===== src/hdl/m2bs_pkg.sv =====
// ----------------------------------------------------------------------------
// m2bs_pkg
// Shared constants and types for the MurmurHash2 bucket selector.
// ----------------------------------------------------------------------------
package m2bs_pkg;

  // Mixing constants of the 32-bit MurmurHash2 algorithm.
  localparam logic [31:0] MIX_MUL   = 32'h5bd1e995;
  localparam int unsigned MIX_R     = 24;
  localparam int unsigned FIN_SH_A  = 13;
  localparam int unsigned FIN_SH_B  = 15;

  // Field widths.
  localparam int unsigned HASH_W    = 32;
  localparam int unsigned BYTE_W    = 8;
  localparam int unsigned LEN_W     = 16;
  localparam int unsigned NB_W      = 17;
  localparam int unsigned IDX_W     = 16;
  localparam int unsigned CFG_IDX_W = 1;

  // Largest bucket count honoured; larger values are clamped to it.
  localparam logic [NB_W-1:0] MAX_BUCKETS = 17'd65536;
  localparam logic [NB_W-1:0] NB_RESET    = 17'd1024;

  // Configuration register indexes.
  typedef enum logic [CFG_IDX_W-1:0] {
    CFG_HASH_SEED    = 1'b0,
    CFG_BUCKET_COUNT = 1'b1
  } cfg_reg_t;

  // Request to the iterative modulo unit.
  typedef struct packed {
    logic              start;
    logic [HASH_W-1:0] dividend;
    logic [NB_W-1:0]   divisor;
  } div_req_t;

  // Response from the iterative modulo unit.
  typedef struct packed {
    logic            done;
    logic [NB_W-1:0] remainder;
  } div_rsp_t;

endpackage


===== src/hdl/m2bs_if.sv =====
// ----------------------------------------------------------------------------
// m2bs channel interfaces
// Valid/ready channels for key bytes, results and configuration writes.
// ----------------------------------------------------------------------------

// Key byte channel.
interface m2bs_in_if;
  logic                          valid;
  logic                          ready;
  logic [m2bs_pkg::BYTE_W-1:0]   key_byte;
  logic [m2bs_pkg::LEN_W-1:0]    key_length;
  logic                          last_byte;

  modport source (output valid, key_byte, key_length, last_byte, input ready);
  modport sink   (input valid, key_byte, key_length, last_byte, output ready);
endinterface

// Result channel.
interface m2bs_out_if;
  logic                          valid;
  logic                          ready;
  logic [m2bs_pkg::IDX_W-1:0]    bucket_index;
  logic [m2bs_pkg::HASH_W-1:0]   full_hash;

  modport source (output valid, bucket_index, full_hash, input ready);
  modport sink   (input valid, bucket_index, full_hash, output ready);
endinterface

// Configuration write channel.
interface m2bs_cfg_if;
  logic                           valid;
  logic                           ready;
  logic [m2bs_pkg::CFG_IDX_W-1:0] index;
  logic [m2bs_pkg::HASH_W-1:0]    data;

  modport source (output valid, index, data, input ready);
  modport sink   (input valid, index, data, output ready);
endinterface


===== src/hdl/m2bs_mul.sv =====
// ----------------------------------------------------------------------------
// m2bs_mul
// Shared multiplier: registered low 32 bits of operand times the mix constant.
// ----------------------------------------------------------------------------
module m2bs_mul (
  input  logic                        clk,
  input  logic [m2bs_pkg::HASH_W-1:0] op_i,
  output logic [m2bs_pkg::HASH_W-1:0] prod_o
);

  logic [m2bs_pkg::HASH_W-1:0] prod_lo;
  logic [m2bs_pkg::HASH_W-1:0] prod_r;

  // Only the low word of the product is kept, as in modulo 2^32 arithmetic.
  assign prod_lo = op_i * m2bs_pkg::MIX_MUL;

  always_ff @(posedge clk) begin
    prod_r <= prod_lo;
  end

  assign prod_o = prod_r;

endmodule


===== src/hdl/m2bs_div.sv =====
// ----------------------------------------------------------------------------
// m2bs_div
// Iterative restoring modulo unit: one dividend bit per cycle.
// ----------------------------------------------------------------------------
module m2bs_div (
  input  logic               clk,
  input  logic               rst_n,
  input  m2bs_pkg::div_req_t req_i,
  output m2bs_pkg::div_rsp_t rsp_o
);

  localparam int unsigned CNT_W = $clog2(m2bs_pkg::HASH_W);

  logic                        busy_r;
  logic                        done_r;
  logic [CNT_W-1:0]            cnt_r;
  logic [m2bs_pkg::HASH_W-1:0] dvd_r;
  logic [m2bs_pkg::NB_W-1:0]   dvs_r;
  logic [m2bs_pkg::NB_W-1:0]   rem_r;
  logic [m2bs_pkg::NB_W:0]     trial;

  // Bring down the next dividend bit beside the partial remainder.
  assign trial = {rem_r, dvd_r[m2bs_pkg::HASH_W-1]};

  // Control state.
  always_ff @(posedge clk) begin
    if (!rst_n) begin
      busy_r <= 1'b0;
      done_r <= 1'b0;
      cnt_r  <= '0;
    end else begin
      done_r <= 1'b0;
      if (req_i.start) begin
        busy_r <= 1'b1;
        cnt_r  <= '0;
      end else if (busy_r) begin
        cnt_r <= cnt_r + 1'b1;
        if (cnt_r == CNT_W'(m2bs_pkg::HASH_W - 1)) begin
          busy_r <= 1'b0;
          done_r <= 1'b1;
        end
      end
    end
  end

  // Datapath: one compare and subtract per cycle.
  always_ff @(posedge clk) begin
    if (req_i.start) begin
      dvd_r <= req_i.dividend;
      dvs_r <= req_i.divisor;
      rem_r <= '0;
    end else if (busy_r) begin
      dvd_r <= {dvd_r[m2bs_pkg::HASH_W-2:0], 1'b0};
      if (trial >= {1'b0, dvs_r}) begin
        rem_r <= m2bs_pkg::NB_W'(trial - {1'b0, dvs_r});
      end else begin
        rem_r <= trial[m2bs_pkg::NB_W-1:0];
      end
    end
  end

  assign rsp_o.done      = done_r;
  assign rsp_o.remainder = rem_r;

endmodule


===== src/hdl/murmur2_bucket_select_top.sv =====
// ----------------------------------------------------------------------------
// murmur2_bucket_select_top
// Streaming MurmurHash2 (32-bit) of a byte-wise key, reduced to a bucket index.
// ----------------------------------------------------------------------------
// Usage:
//   Key bytes arrive on in_ch, one per beat, in key order. The first beat of
//   a key carries the key length, which is XORed with the seed to start the
//   hash; last_byte marks the final beat. A key of length zero is a single
//   beat with last_byte set, whose byte is ignored.
//   On the final beat one result beat appears on out_ch with the full hash
//   and the hash modulo the bucket count; no other beat produces a result.
//   cfg_ch writes hash_seed (index 0) and bucket_count (index 1); it is always
//   ready. It must be written only while no key is in flight; the block itself does not enforce this.
// Sequencing:
//   A byte that does not complete a word is taken in S_IDLE. A byte that
//   completes a 4-byte word goes through S_W1 to S_W4, with three passes through
//   the single shared multiplier. After the final beat the finish mix runs
//   through S_F1 to S_F3, then the modulo unit finds one quotient bit a cycle
//   in S_DIV before the result is offered from S_OUT.
// Reset and stall:
//   rst_n clears the hash state and sets the seed to 0 and the bucket count
//   to 1024. A result waits in the output register while out_ch is stalled;
//   the next key is accepted meanwhile until its own result is due.
// ----------------------------------------------------------------------------
module murmur2_bucket_select_top (
  input  logic              clk,
  input  logic              rst_n,
  m2bs_in_if.sink           in_ch,
  m2bs_out_if.source        out_ch,
  m2bs_cfg_if.sink          cfg_ch
);

  typedef enum logic [3:0] {
    S_IDLE,
    S_W1,
    S_W2,
    S_W3,
    S_W4,
    S_F1,
    S_F2,
    S_F3,
    S_DIV,
    S_OUT
  } state_t;

  state_t                      state_r, state_nxt;
  logic [m2bs_pkg::HASH_W-1:0] seed_r;
  logic [m2bs_pkg::NB_W-1:0]   nb_r;
  logic [m2bs_pkg::HASH_W-1:0] acc_r, acc_nxt;
  logic [23:0]                 wa_r, wa_nxt;
  logic [1:0]                  biw_r, biw_nxt;
  logic                        inside_r, inside_nxt;
  logic                        last_r, last_nxt;
  logic [m2bs_pkg::HASH_W-1:0] kreg_r, kreg_nxt;
  logic [m2bs_pkg::HASH_W-1:0] hash_r, hash_nxt;
  logic                        ov_r, ov_nxt;
  logic [m2bs_pkg::IDX_W-1:0]  oidx_r, oidx_nxt;
  logic [m2bs_pkg::HASH_W-1:0] ohash_r, ohash_nxt;

  logic [m2bs_pkg::HASH_W-1:0] mul_op;
  logic [m2bs_pkg::HASH_W-1:0] mul_prod;
  m2bs_pkg::div_req_t          div_req;
  m2bs_pkg::div_rsp_t          div_rsp;

  logic                        in_acc;
  logic                        first;
  logic                        take;
  logic [m2bs_pkg::HASH_W-1:0] acc_base;
  logic [23:0]                 wa_base;
  logic [1:0]                  biw_base;
  logic [m2bs_pkg::HASH_W-1:0] fin_x;
  logic [m2bs_pkg::HASH_W-1:0] fin_h;
  logic [m2bs_pkg::NB_W-1:0]   nb_eff;
  logic                        slot_free;

  // Shared multiplier and modulo unit.
  m2bs_mul u_mul (
    .clk    (clk),
    .op_i   (mul_op),
    .prod_o (mul_prod)
  );

  m2bs_div u_div (
    .clk   (clk),
    .rst_n (rst_n),
    .req_i (div_req),
    .rsp_o (div_rsp)
  );

  // Handshakes.
  assign in_ch.ready  = (state_r == S_IDLE);
  assign in_acc       = in_ch.valid && in_ch.ready;
  assign cfg_ch.ready = 1'b1;
  assign slot_free    = !ov_r || out_ch.ready;

  assign out_ch.valid        = ov_r;
  assign out_ch.bucket_index = oidx_r;
  assign out_ch.full_hash    = ohash_r;

  // Starting values of a key on its first beat.
  assign first    = !inside_r;
  assign acc_base = first ? (seed_r ^ {16'b0, in_ch.key_length}) : acc_r;
  assign wa_base  = first ? 24'b0 : wa_r;
  assign biw_base = first ? 2'b0 : biw_r;
  assign take     = !(first && (in_ch.key_length == '0));

  // Finish mix intermediates.
  assign fin_x = (biw_r != 2'b0) ? mul_prod : acc_r;
  assign fin_h = mul_prod ^ (mul_prod >> m2bs_pkg::FIN_SH_B);

  // Bucket count clamped to the supported range.
  always_comb begin
    if (nb_r == '0) begin
      nb_eff = m2bs_pkg::NB_W'(1);
    end else if (nb_r > m2bs_pkg::MAX_BUCKETS) begin
      nb_eff = m2bs_pkg::MAX_BUCKETS;
    end else begin
      nb_eff = nb_r;
    end
  end

  // Sequencer: next state, multiplier operand and datapath updates.
  always_comb begin
    state_nxt  = state_r;
    acc_nxt    = acc_r;
    wa_nxt     = wa_r;
    biw_nxt    = biw_r;
    inside_nxt = inside_r;
    last_nxt   = last_r;
    kreg_nxt   = kreg_r;
    hash_nxt   = hash_r;
    ov_nxt     = ov_r;
    oidx_nxt   = oidx_r;
    ohash_nxt  = ohash_r;
    mul_op     = kreg_r;
    div_req.start    = 1'b0;
    div_req.dividend = fin_h;
    div_req.divisor  = nb_eff;

    // A waiting result leaves when the receiver takes it.
    if (ov_r && out_ch.ready) begin
      ov_nxt = 1'b0;
    end

    unique case (state_r)
      S_IDLE: begin
        if (in_acc) begin
          acc_nxt    = acc_base;
          wa_nxt     = wa_base;
          biw_nxt    = biw_base;
          inside_nxt = 1'b1;
          last_nxt   = in_ch.last_byte;
          if (take && (biw_base == 2'd3)) begin
            // Fourth byte completes a word: mix it in.
            kreg_nxt  = {in_ch.key_byte, wa_base};
            wa_nxt    = 24'b0;
            biw_nxt   = 2'b0;
            state_nxt = S_W1;
          end else begin
            if (take) begin
              unique case (biw_base)
                2'd0:    wa_nxt = {wa_base[23:8], in_ch.key_byte};
                2'd1:    wa_nxt = {wa_base[23:16], in_ch.key_byte, wa_base[7:0]};
                default: wa_nxt = {in_ch.key_byte, wa_base[15:0]};
              endcase
              biw_nxt = biw_base + 2'd1;
            end
            if (in_ch.last_byte) begin
              state_nxt = S_F1;
            end
          end
        end
      end
      S_W1: begin
        mul_op    = kreg_r;
        state_nxt = S_W2;
      end
      S_W2: begin
        mul_op    = mul_prod ^ (mul_prod >> m2bs_pkg::MIX_R);
        state_nxt = S_W3;
      end
      S_W3: begin
        kreg_nxt  = mul_prod;
        mul_op    = acc_r;
        state_nxt = S_W4;
      end
      S_W4: begin
        acc_nxt   = mul_prod ^ kreg_r;
        state_nxt = last_r ? S_F1 : S_IDLE;
      end
      S_F1: begin
        // Tail bytes are folded in only when some remain.
        mul_op    = acc_r ^ {8'b0, wa_r};
        state_nxt = S_F2;
      end
      S_F2: begin
        mul_op    = fin_x ^ (fin_x >> m2bs_pkg::FIN_SH_A);
        state_nxt = S_F3;
      end
      S_F3: begin
        hash_nxt      = fin_h;
        div_req.start = 1'b1;
        state_nxt     = S_DIV;
      end
      S_DIV: begin
        if (div_rsp.done) begin
          state_nxt = S_OUT;
        end
      end
      S_OUT: begin
        if (slot_free) begin
          ov_nxt     = 1'b1;
          oidx_nxt   = div_rsp.remainder[m2bs_pkg::IDX_W-1:0];
          ohash_nxt  = hash_r;
          acc_nxt    = '0;
          wa_nxt     = 24'b0;
          biw_nxt    = 2'b0;
          inside_nxt = 1'b0;
          last_nxt   = 1'b0;
          state_nxt  = S_IDLE;
        end
      end
      default: begin
        state_nxt = S_IDLE;
      end
    endcase
  end

  // State, hash state and output register.
  always_ff @(posedge clk) begin
    if (!rst_n) begin
      state_r  <= S_IDLE;
      acc_r    <= '0;
      wa_r     <= 24'b0;
      biw_r    <= 2'b0;
      inside_r <= 1'b0;
      last_r   <= 1'b0;
      ov_r     <= 1'b0;
    end else begin
      state_r  <= state_nxt;
      acc_r    <= acc_nxt;
      wa_r     <= wa_nxt;
      biw_r    <= biw_nxt;
      inside_r <= inside_nxt;
      last_r   <= last_nxt;
      ov_r     <= ov_nxt;
    end
    kreg_r  <= kreg_nxt;
    hash_r  <= hash_nxt;
    oidx_r  <= oidx_nxt;
    ohash_r <= ohash_nxt;
  end

  // Configuration registers.
  always_ff @(posedge clk) begin
    if (!rst_n) begin
      seed_r <= '0;
      nb_r   <= m2bs_pkg::NB_RESET;
    end else if (cfg_ch.valid && cfg_ch.ready) begin
      unique case (cfg_ch.index)
        m2bs_pkg::CFG_HASH_SEED:    seed_r <= cfg_ch.data;
        m2bs_pkg::CFG_BUCKET_COUNT: nb_r   <= cfg_ch.data[m2bs_pkg::NB_W-1:0];
        default: ;
      endcase
    end
  end

endmodule


===== src/flat_wrapper.sv =====
// flat-port wrapper written by rule: the top's interface ports become plain ports
module murmur2_bucket_select_top_flat 
  (clk, rst_n, in_ch_valid, in_ch_key_byte, in_ch_key_length, in_ch_last_byte, in_ch_ready, out_ch_valid, out_ch_bucket_index, out_ch_full_hash, out_ch_ready, cfg_ch_valid, cfg_ch_index, cfg_ch_data, cfg_ch_ready);
  m2bs_in_if in_ch_i ();
  m2bs_out_if out_ch_i ();
  m2bs_cfg_if cfg_ch_i ();
  input  logic clk;
  input  logic rst_n;
  input wire logic [$bits(in_ch_i.valid)-1:0] in_ch_valid;
  input wire logic [$bits(in_ch_i.key_byte)-1:0] in_ch_key_byte;
  input wire logic [$bits(in_ch_i.key_length)-1:0] in_ch_key_length;
  input wire logic [$bits(in_ch_i.last_byte)-1:0] in_ch_last_byte;
  output wire logic [$bits(in_ch_i.ready)-1:0] in_ch_ready;
  output wire logic [$bits(out_ch_i.valid)-1:0] out_ch_valid;
  output wire logic [$bits(out_ch_i.bucket_index)-1:0] out_ch_bucket_index;
  output wire logic [$bits(out_ch_i.full_hash)-1:0] out_ch_full_hash;
  input wire logic [$bits(out_ch_i.ready)-1:0] out_ch_ready;
  input wire logic [$bits(cfg_ch_i.valid)-1:0] cfg_ch_valid;
  input wire logic [$bits(cfg_ch_i.index)-1:0] cfg_ch_index;
  input wire logic [$bits(cfg_ch_i.data)-1:0] cfg_ch_data;
  output wire logic [$bits(cfg_ch_i.ready)-1:0] cfg_ch_ready;
  assign in_ch_i.valid = in_ch_valid;
  assign in_ch_i.key_byte = in_ch_key_byte;
  assign in_ch_i.key_length = in_ch_key_length;
  assign in_ch_i.last_byte = in_ch_last_byte;
  assign in_ch_ready = in_ch_i.ready;
  assign out_ch_valid = out_ch_i.valid;
  assign out_ch_bucket_index = out_ch_i.bucket_index;
  assign out_ch_full_hash = out_ch_i.full_hash;
  assign out_ch_i.ready = out_ch_ready;
  assign cfg_ch_i.valid = cfg_ch_valid;
  assign cfg_ch_i.index = cfg_ch_index;
  assign cfg_ch_i.data = cfg_ch_data;
  assign cfg_ch_ready = cfg_ch_i.ready;
  murmur2_bucket_select_top u_core (.clk(clk), .rst_n(rst_n), .in_ch(in_ch_i), .out_ch(out_ch_i), .cfg_ch(cfg_ch_i));
endmodule

===== config.mk =====
export PLATFORM = sky130hd
export DESIGN_NAME = murmur2_bucket_select_top_flat
export DESIGN_NICKNAME = d
export VERILOG_FILES = /design/src/hdl/m2bs_pkg.sv /design/src/hdl/m2bs_if.sv /design/src/hdl/m2bs_mul.sv /design/src/hdl/m2bs_div.sv /design/src/hdl/murmur2_bucket_select_top.sv /design/src/flat_wrapper.sv
export SDC_FILE = /design/constraint.sdc
export NUM_CORES = 1
export LEC_CHECK = 0
export BUFFER_PORTS_ARGS = -buffer_cell sky130_fd_sc_hd__buf_4
export CORE_AREA = 2 2 303 305
export DETAILED_ROUTE_END_ITERATION = 16
export DIE_AREA = 0 0 305 307
export PLACE_DENSITY = 0.52
export SLEW_MARGIN = 15
export SYNTH_ARGS = -nofsm -noshare
export SYNTH_HDL_FRONTEND = slang
export SYNTH_SLANG_ARGS = --single-unit
export TNS_END_PERCENT = 20

===== constraint.sdc =====
create_clock -name clk -period 16.9 [get_ports clk]
set_clock_uncertainty 0.1 [all_clocks]
set_input_delay 2.535 -clock clk [delete_from_list [all_inputs] [get_ports clk]]
set_output_delay 2.535 -clock clk [all_outputs]
set_load 0.1 [all_outputs]

# Word level (Yosys, flattened, before mapping)
# Index checks and enable logic that the tools add are counted.
# totals
register_bits,331
in_bits,63
output_inout_bits,51
elab_cells,127
# classes
addsub,3
multipliers,1
order_cmp,2
n_eq_ne,18
muxes,46
bitwise,9
n_reduce_logical,27
# op_table
op,n
$mux W32,8
$pmux W32 S4,1
$mux W24,5
$pmux W24 S2,2
$pmux W32 S3,1
$pmux W32 S2,1
$pmux W4 S10,1
$mux W17,2
$mul A32 B31 Y32 const B,1
$xor A32 B16 Y32,1
$xor A32 B17 Y32,1
$xor A32 B19 Y32,1
$xor A32 B24 Y32,1
$xor A32 B32 Y32,1
$xor A32 B8 Y32,1
$mux W4,5
$ge A18 B17 Y1,1
$gt A17 B17 Y1 const B,1
$logic_not A17 Y1,1
$sub A17 B17 Y17,1
$eq A4 B3 Y1 const B,4
$logic_not A16 Y1,1
$mux W1,11
$mux W2,5
other kinds (27),48

# Depth between registers and ports, before layout
# Gate-level depths: netlist of the first run.
# depth
depth_word,7
ltp_mapped,33
depth_no_buf,30

# Cells and area by module
# A second synthesis of the first run with hierarchy kept.
# hier_totals
hier_cells,2417
hier_area_um2,24427.2
# by_module_without_submodules
module,instances,cells_per_inst,area_each_um2,seq_area_each_um2
murmur2_bucket_select_top,1,1098,10975.5,5645.4
m2bs_mul,1,991,9611.7,640.6
m2bs_div,1,328,3839.9,1951.9

# Worst setup path after synthesis of the first run
# OpenSTA, ideal clock, no wires.
# synth_path
kind,reg2reg
startpoint,register u_core.biw_r[1]
endpoint,register u_core.u_mul.prod_r (netlist bit u_core.u_mul.prod_o[30])
arrival_time_ns,7.863
path_slack_ns,8.865
path_stages_with_launch,31
period_less_slack_ns,8.035
cell_sequence,dfxtp_1 > nor2_1 > buf_2 > buf_1 > buf_1 > a21oi_1 > o21ai_0 > fa_1 > ha_1 > inv_1 > fa_1 > inv_1 > ha_1 > fa_1 > inv_1 > fa_1 > inv_1 > fa_1 > inv_1 > fa_1 > inv_1 > ha_1 > a21o_1 > a21o_1 > a21oi_1 > o31a_1 > o211a_1 > o211ai_1 > a31o_2 > a21oi_1 > xnor2_1
# synth_via
elab_chain_cells,5
# synth_rtl
item,line_no,rtl
from (decl),murmur2_bucket_select_top.sv:51,"logic [1:0] biw_r, biw_nxt;"
from (signal assigned),murmur2_bucket_select_top.sv:243,biw_r <= biw_nxt;
$reduce_bool A2 Y1,murmur2_bucket_select_top.sv:108,assign fin_x = (biw_r != 2'b0) ? mul_prod : acc_r;
$mux W32,murmur2_bucket_select_top.sv:108,
$xor A32 B19 Y32,murmur2_bucket_select_top.sv:197,mul_op = fin_x ^ (fin_x >> m2bs_pkg::FIN_SH_A);
$pmux W32 S4,murmur2_bucket_select_top.sv:145,unique case (state_r)
net u_core.mul_op (one bit),murmur2_bucket_select_top.sv:60,logic [m2bs_pkg::HASH_W-1:0] mul_op;
$mul A32 B31 Y32,m2bs_mul.sv:15,assign prod_lo = op_i * m2bs_pkg::MIX_MUL;
net u_core.u_mul.prod_lo (one bit),m2bs_mul.sv:11,logic [m2bs_pkg::HASH_W-1:0] prod_lo;
to (signal assigned),m2bs_mul.sv:18,prod_r <= prod_lo;
to (decl),m2bs_mul.sv:12,logic [m2bs_pkg::HASH_W-1:0] prod_r;
# The timed path passes the listed nets, and every way through them passes these cells.
# A chain may end at the register's enable or synchronous reset.

# Final worst setup path of the first run
# layout_path
startpoint,register u_core.state_r[2]
endpoint,register u_core.u_mul.prod_r (netlist bit u_core.u_mul.prod_o[31])
# layout_via
elab_chain_cells,3
elab_cells_between_ends,6
# layout_rtl
item,line_no,rtl
from (decl),murmur2_bucket_select_top.sv:46,"state_t state_r, state_nxt;"
from (signal assigned),murmur2_bucket_select_top.sv:240,state_r <= state_nxt;
$eq A4 B3 Y1 / $eq A4 B2 Y1 (equally long branches),murmur2_bucket_select_top.sv:145,
$pmux W32 S4 *,murmur2_bucket_select_top.sv:145,
$mul A32 B31 Y32 *,m2bs_mul.sv:15,
net u_core.u_mul.prod_lo (one bit),m2bs_mul.sv:11,
# Mark *: on every way through the listed nets, which the timed path passes. The rest lies on a longest branch.

==> flow_summary.json, run 1 <==
{
  "synth_area_mm2": 0.0243,
  "detail_route.wirelength_um": 74100,
  "cts.root.buffer_cell": "clkbuf_16",
  "n_fill_cell": 9393,
  "rr_startpoint": "u_core.state_r[2]",
  "post-route-min-period_ns": 8.97,
  "place.port_buffers": 112,
  "detailed_place_hpwl_um": 56000,
  "core.rowCount": 111,
  "core_region_area_mm2": 0.0907,
  "netlist.top_cell.by_area": "edfxtp_1",
  "multiInputGateArea_mm2": 0.0142,
  "worstHoldStart": "u_core.hash_r[5]",
  "status": "complete, no violations",
  "drive_above_1_share_pct": 9.31,
  "groute.layer.met2.usage_pct": 27.0,
  "n_antenna_cell": 0,
  "setup.worst_path.start": "u_core.state_r[2]",
  "ys_top_cells_by_count": "inv_1, nand2_1, ha_1",
  "netlist_instances": 2494,
  "synth-warning-count": 0,
  "viasPerCell": 4.66,
  "timing.final.hold_violations": 0,
  "number_of_flops_mapped_to_enable_cells_by_yosys": 161,
  "timing.critical_path.to_type": "register",
  "layout.area.seq_mm2": 0.00824,
  "max_freq_mhz": 111,
  "synth.top_cell.area_share_pct": 19.9,
  "grt_start_max_net_pins": 66,
  "chipHeight_um": 307,
  "post-cts-setup-buffers": 0,
  "die_x_um": 305,
  "clk_path_buf_depth": 3,
  "timing.reg2reg.setup_slack_ns": 7.93,
  "critical-path-max-stage-delay_ns": 0.93,
  "wire_per_inst_um": 19.6,
  "worstHoldPathCells": 0,
  "critPathKind": "register to register",
  "clk_transition_reported_paths_ns": 0.06,
  "cp_slowest_cell": "nor2_1",
  "clock_sink_count": 331,
  "synth_seq_area_share_pct": 33.9,
  "routability_congestion_estimate_from_global_placement": 0.873,
  "yosys.cell_types.count": 69,
  "grt_pass1_vias": 17700,
  "postSynth.asyncResetShare_pct": 0,
  "cts-buffers-inserted": 39,
  "crit-reg2reg-capture": "u_core.u_mul.prod_o[31]",
  "timing.critical_path.fanout_max": 13,
  "synthTopCellsByArea": "edfxtp_1, fa_1, dfxtp_1",
  "synth_seq_cells": 331,
  "cap_violations": 0,
  "synth_nets": 2977,
  "worstMarginPinSlew_ns": 1.19,
  "timing.critical_path.arrival_ns": 9.33,
  "setup_total_neg_slack_ns": 0,
  "fin_nets": 3051,
  "first_pass_iters": 7,
  "grt_usage_pct": 15.8,
  "synthFlopType": "dfxtp_1",
  "setup_repair_after_global_routing_missed_its_margin": "no",
  "detail_route.drc_violations": 0,
  "io-pin-count": 114,
  "cts-hold-fix-buffers": 0,
  "worstRegToRegCells": 27,
  "detailroute.via_count": 17600,
  "timing.critical_path.required_ns": 17.26,
  "htree_levels": 2,
  "global_route_hottest_layer": "met2",
  "setup.worst_path.start_class": "register",
  "post-route-period-util_pct": 53.1,
  "cts_tree": "yes",
  "post_synth.cell_area_avg_um2": 9.74,
  "grt_antenna_before_repair": 0,
  "holdPathEnd": "u_core.out_ch.full_hash[5]",
  "ctsResizeCount": 0,
  "detail-route-antenna-nets": 0,
  "hp-class": "register to register",
  "flow.area_growth_from_synthesis_pct": 14.8,
  "synth_most_common_cell": "inv_1",
  "use_met1_pct": 20.8,
  "grt_pass1_wl_um": 112000,
  "initial_utilization_pct": 26.8,
  "drtIter0Drc": 1428,
  "grt.overflow.total": 0,
  "die_area_mm2": 0.0936,
  "slew_violations": 0,
  "grt_use_met3_pct": 1.79,
  "setup-violations-final": 0,
  "worst_slew_margin_rel_pct": 20.2,
  "clk_latency_ns": 0.57
}
==> layout by cell type, fill, tap and decap left out, drive strengths merged, types with 14 or more instances in the layout <==
cell type,n
a21o,14
o211a,35
nor3,15
nand2,372
inv,396
nor2b,20
xor2,108
dfxtp,170
nand3,43
o21ai,75
a211oi,15
fa,181
clkbuf,52
and2,41
o211ai,14
edfxtp,161
a21boi,56
a22oi,60
buf,153
nor3b,20
a21oi,59
nor2,63
ha,239
xnor2,76
==> worst max path at each step <==
stage          depth (start not counted)  slack (ns)                      end
2_1_floorplan                         30        8.86  u_core.u_mul.prod_o[30]
3_3_place_gp                          27        8.01  u_core.u_mul.prod_o[31]
3_5_place_dp                          27        7.92  u_core.u_mul.prod_o[31]
4_1_cts                               27        7.93  u_core.u_mul.prod_o[31]
5_1_grt                               27        7.44  u_core.u_mul.prod_o[31]
6_report                              27        7.93  u_core.u_mul.prod_o[31]
==> metrics by stage <==
step / instances / util, % / hold WS (ns) / cell area (um^2) / setup slack [ns]
3_3_place_gp: 3713 / 29.2 / 0.303 / 26500 / 8.01
3_5_place_dp: 3713 / 29.2 / 0.305 / 26500 / 7.92
2_1_floorplan: 2494 / - / 0.300 / 24300 / 8.86
5_1_grt: 3784 / 30.7 / 0.311 / 27900 / 7.44
6_report: 3784 / 30.7 / 0.307 / 27900 / 7.93
4_1_cts: 3784 / 30.7 / 0.304 / 27900 / 7.93
==> registers in the layout, indices dropped and copies added (netlist names) <==
register / count
u_core.acc_r: 32
u_core.hash_r: 32
u_core.kreg_r: 32
u_core.out_ch.full_hash: 32
u_core.seed_r: 32
u_core.u_div.dvd_r: 32
u_core.u_mul.prod_o: 32
u_core.wa_r: 24
u_core.nb_r: 17
u_core.u_div.dvs_r: 17
u_core.u_div.rem_r: 17
u_core.out_ch.bucket_index: 16
u_core.u_div.cnt_r: 5
u_core.state_r: 4
u_core.biw_r: 2
u_core.inside_r: 1
u_core.last_r: 1
u_core.out_ch.valid: 1
u_core.u_div.busy_r: 1
u_core.u_div.done_r: 1
==> final cells by class <==
| type | instances | share of cell area [%] |
|---|---|---|
| Multi-Input combinational cell | 1650 | 50.8 |
| Sequential cell | 331 | 29.5 |
| Clock buffer | 52 | 3.86 |
| Tap cell | 1186 | 5.32 |
| Clock inverter | 19 | 1.09 |
| Timing Repair Buffer | 153 | 4.12 |
| Inverter | 393 | 5.30 |
==> cells by family after synthesis <==
group / Yosys count / share of synthesized area [%]
and+or+nand+nor: 628 / 11.7
other: 1 / 0.0154
muxes: 13 / 0.541
AOI/OAI and AO/OA: 403 / 11.8
adders and majority gates: 420 / 27.2
xor gates and xnor gates: 185 / 6.80
DFF: 331 / 33.9
buffers and inverters: 513 / 8.06
==> worst max-delay path: cells and delay by family (launching register included) <==
kind                       cells  cell delay [ns]
AOI/OAI and AO/OA              5             1.30
xor gates and xnor gates       2             0.37
DFF                            1             0.72
adders and majority gates      9             3.75
and+or+nand+nor                5             2.31
buffers and inverters          6             0.29
==> per-layer routing <==
metal / vias to the layer above / wire [um]
met5: - / 0
met4: 0 / 2440
met3: 106 / 3740
met2: 485 / 35200
met1: 8663 / 32700
li1: 8386 / -
Power of run 1 is left out: the tool's default activity adds up to more than one toggle a clock period on the data nets, which glitch-free logic cannot reach.
==> run 2, diff against run 1 <==
- PLACE_DENSITY: 0.52 -> 0.54
- clock period: 16.9 -> 7.6 ns (I/O delays scaled with it)
==> flow_summary.json, run 2 (synthesized netlist as in run 1, its figures left out) <==
{
  "placedInstanceArea_mm2": 0.0279,
  "worstMarginPinSlew_ns": 1.08,
  "viasPerCell": 4.60,
  "clk_path_buf_depth": 3,
  "timing.critical_path.fanout_max": 9,
  "timing.critical_path.max_delay_family": "adder cells",
  "timing.reg2reg.setup_slack_ns": 0.20,
  "cts.root.buffer_cell": "clkbuf_16",
  "htree_levels": 2,
  "detailroute.via_count": 18300,
  "grt.overflow.total": 0,
  "core.rowCount": 111,
  "clk_transition_reported_paths_ns": 0.06,
  "most_used_cells_in_the_layout_excluding_fill_and_tap_cells": "inv_1, nand2_1, buf_4",
  "detail_route.drc_violations": 0,
  "detail-route-antenna-nets": 0,
  "sum_of_buffers_and_inverters_on_the_critical_path": 8,
  "post-route-min-period_ns": 7.40,
  "drive_above_1_share_pct": 17.4,
  "postLayoutCellArea_mm2": 0.0296,
  "place.port_buffers": 112,
  "final_common_cell": "inv_1",
  "wire_per_inst_um": 19.2,
  "setup.worst_path.start_class": "register",
  "chipHeight_um": 307,
  "initial_utilization_pct": 26.8,
  "die_area_mm2": 0.0936,
  "holdPathEnd": "u_core.out_ch.full_hash[21]",
  "rr_startpoint": "u_core.state_r[3]",
  "cap_violations": 0,
  "worst_slew_margin_rel_pct": 28.2,
  "cts_tree": "yes",
  "worstHoldStart": "u_core.hash_r[21]",
  "io-pin-count": 114,
  "critical-path-max-stage-delay_ns": 0.52,
  "worstHoldPathCells": 0,
  "die_x_um": 305,
  "first_pass_iters": 7,
  "worstRegToRegCells": 29,
  "timing.final.hold_violations": 0,
  "core_region_area_mm2": 0.0907,
  "critPathKind": "register to register",
  "setup-violations-final": 0,
  "timing.critical_path.to_type": "register",
  "hp-class": "register to register",
  "timing.critical_path.arrival_ns": 7.77,
  "setup_repair_after_global_routing_missed_its_margin": "yes",
  "clk_latency_ns": 0.54,
  "cts-buffers-inserted": 36,
  "max_freq_mhz": 135,
  "placed_cells": 3894,
  "slew_violations": 0,
  "crit-reg2reg-capture": "u_core.u_mul.prod_o[30]",
  "grt_start_max_net_pins": 107,
  "detail_route.wirelength_um": 76300,
  "fin_nets": 3238,
  "clock_sink_count": 331,
  "cts-hold-fix-buffers": 0,
  "routability_congestion_estimate_from_global_placement": 0.949,
  "post-route-period-util_pct": 97.4,
  "cp_slowest_cell": "fa_1",
  "grt_usage_pct": 16.2,
  "flow.area_growth_from_synthesis_pct": 21.7,
  "grt_pass1_vias": 18500,
  "grt_pass1_wl_um": 116000,
  "timing.critical_path.required_ns": 7.97,
  "grt_antenna_before_repair": 0,
  "status": "complete, no violations",
  "detailed_place_hpwl_um": 60600,
  "drtIter0Drc": 1255,
  "finalNonFillerCells": 3970
}
run 2: layout make-up:
| cell class | count | area (um^2) |
|---|---|---|
| inverters | 393 | 1480 |
| well taps | 1186 | 1480 |
| diodes | 1 | 2.50 |
| multi-input cells | 1650 | 14400 |
| fillers | 9360 | 61100 |
| flip-flops and latches | 331 | 8250 |
| clock inverters | 20 | 225 |
| clock buffers | 46 | 1020 |
| repair buffers | 343 | 2680 |
run 2: timing repair:
item                                    in CTS  in global routing
buffers inserted                             0                 10
resized for setup                            5                 74
endpoints found under the setup margin       3                 10
pin swaps                                    0                 24
run 2: worst max-delay path by stage:
stage	from	endpoint	slack [ns]	cells after the start
after global routing	u_core.state_r[2]	u_core.u_mul.prod_o[31]	-0.04	28
after detailed placement	u_core.state_r[3]	u_core.u_mul.prod_o[31]	-0.13	32
final	u_core.state_r[3]	u_core.u_mul.prod_o[30]	0.20	29
after floorplan	u_core.state_r[3]	u_core.u_mul.prod_o[31]	0.01	28
after CTS	u_core.state_r[3]	u_core.u_mul.prod_o[31]	0.03	30
after global placement	u_core.state_r[3]	u_core.u_mul.prod_o[31]	-0.11	32
run 2: per-stage QoR:
step           setup TNS [ns]  worst slack, ns  utilization, %  hold slack [ns]
2_1_floorplan               0           0.0107               -            0.300
3_5_place_dp           -0.238           -0.127            30.8            0.305
4_1_cts                     0           0.0287            32.2            0.318
5_1_grt                -0.129          -0.0436            32.6            0.323
3_3_place_gp           -0.162           -0.112            30.8            0.302
6_report                    0            0.196            32.6            0.319
run 2: per-layer routing:
layer  track usage, %  wire [um]  up-vias  part of all wire [%]
met4             6.48       3500        0                   4.6
met3             1.41       2820      138                   3.7
li1                 -          -     8768                     -
met2             28.0      36600      447                    48
met1             20.8      33300     8913                    44
met5                0          0        -                     0
Power of run 2 is left out for the same reason.
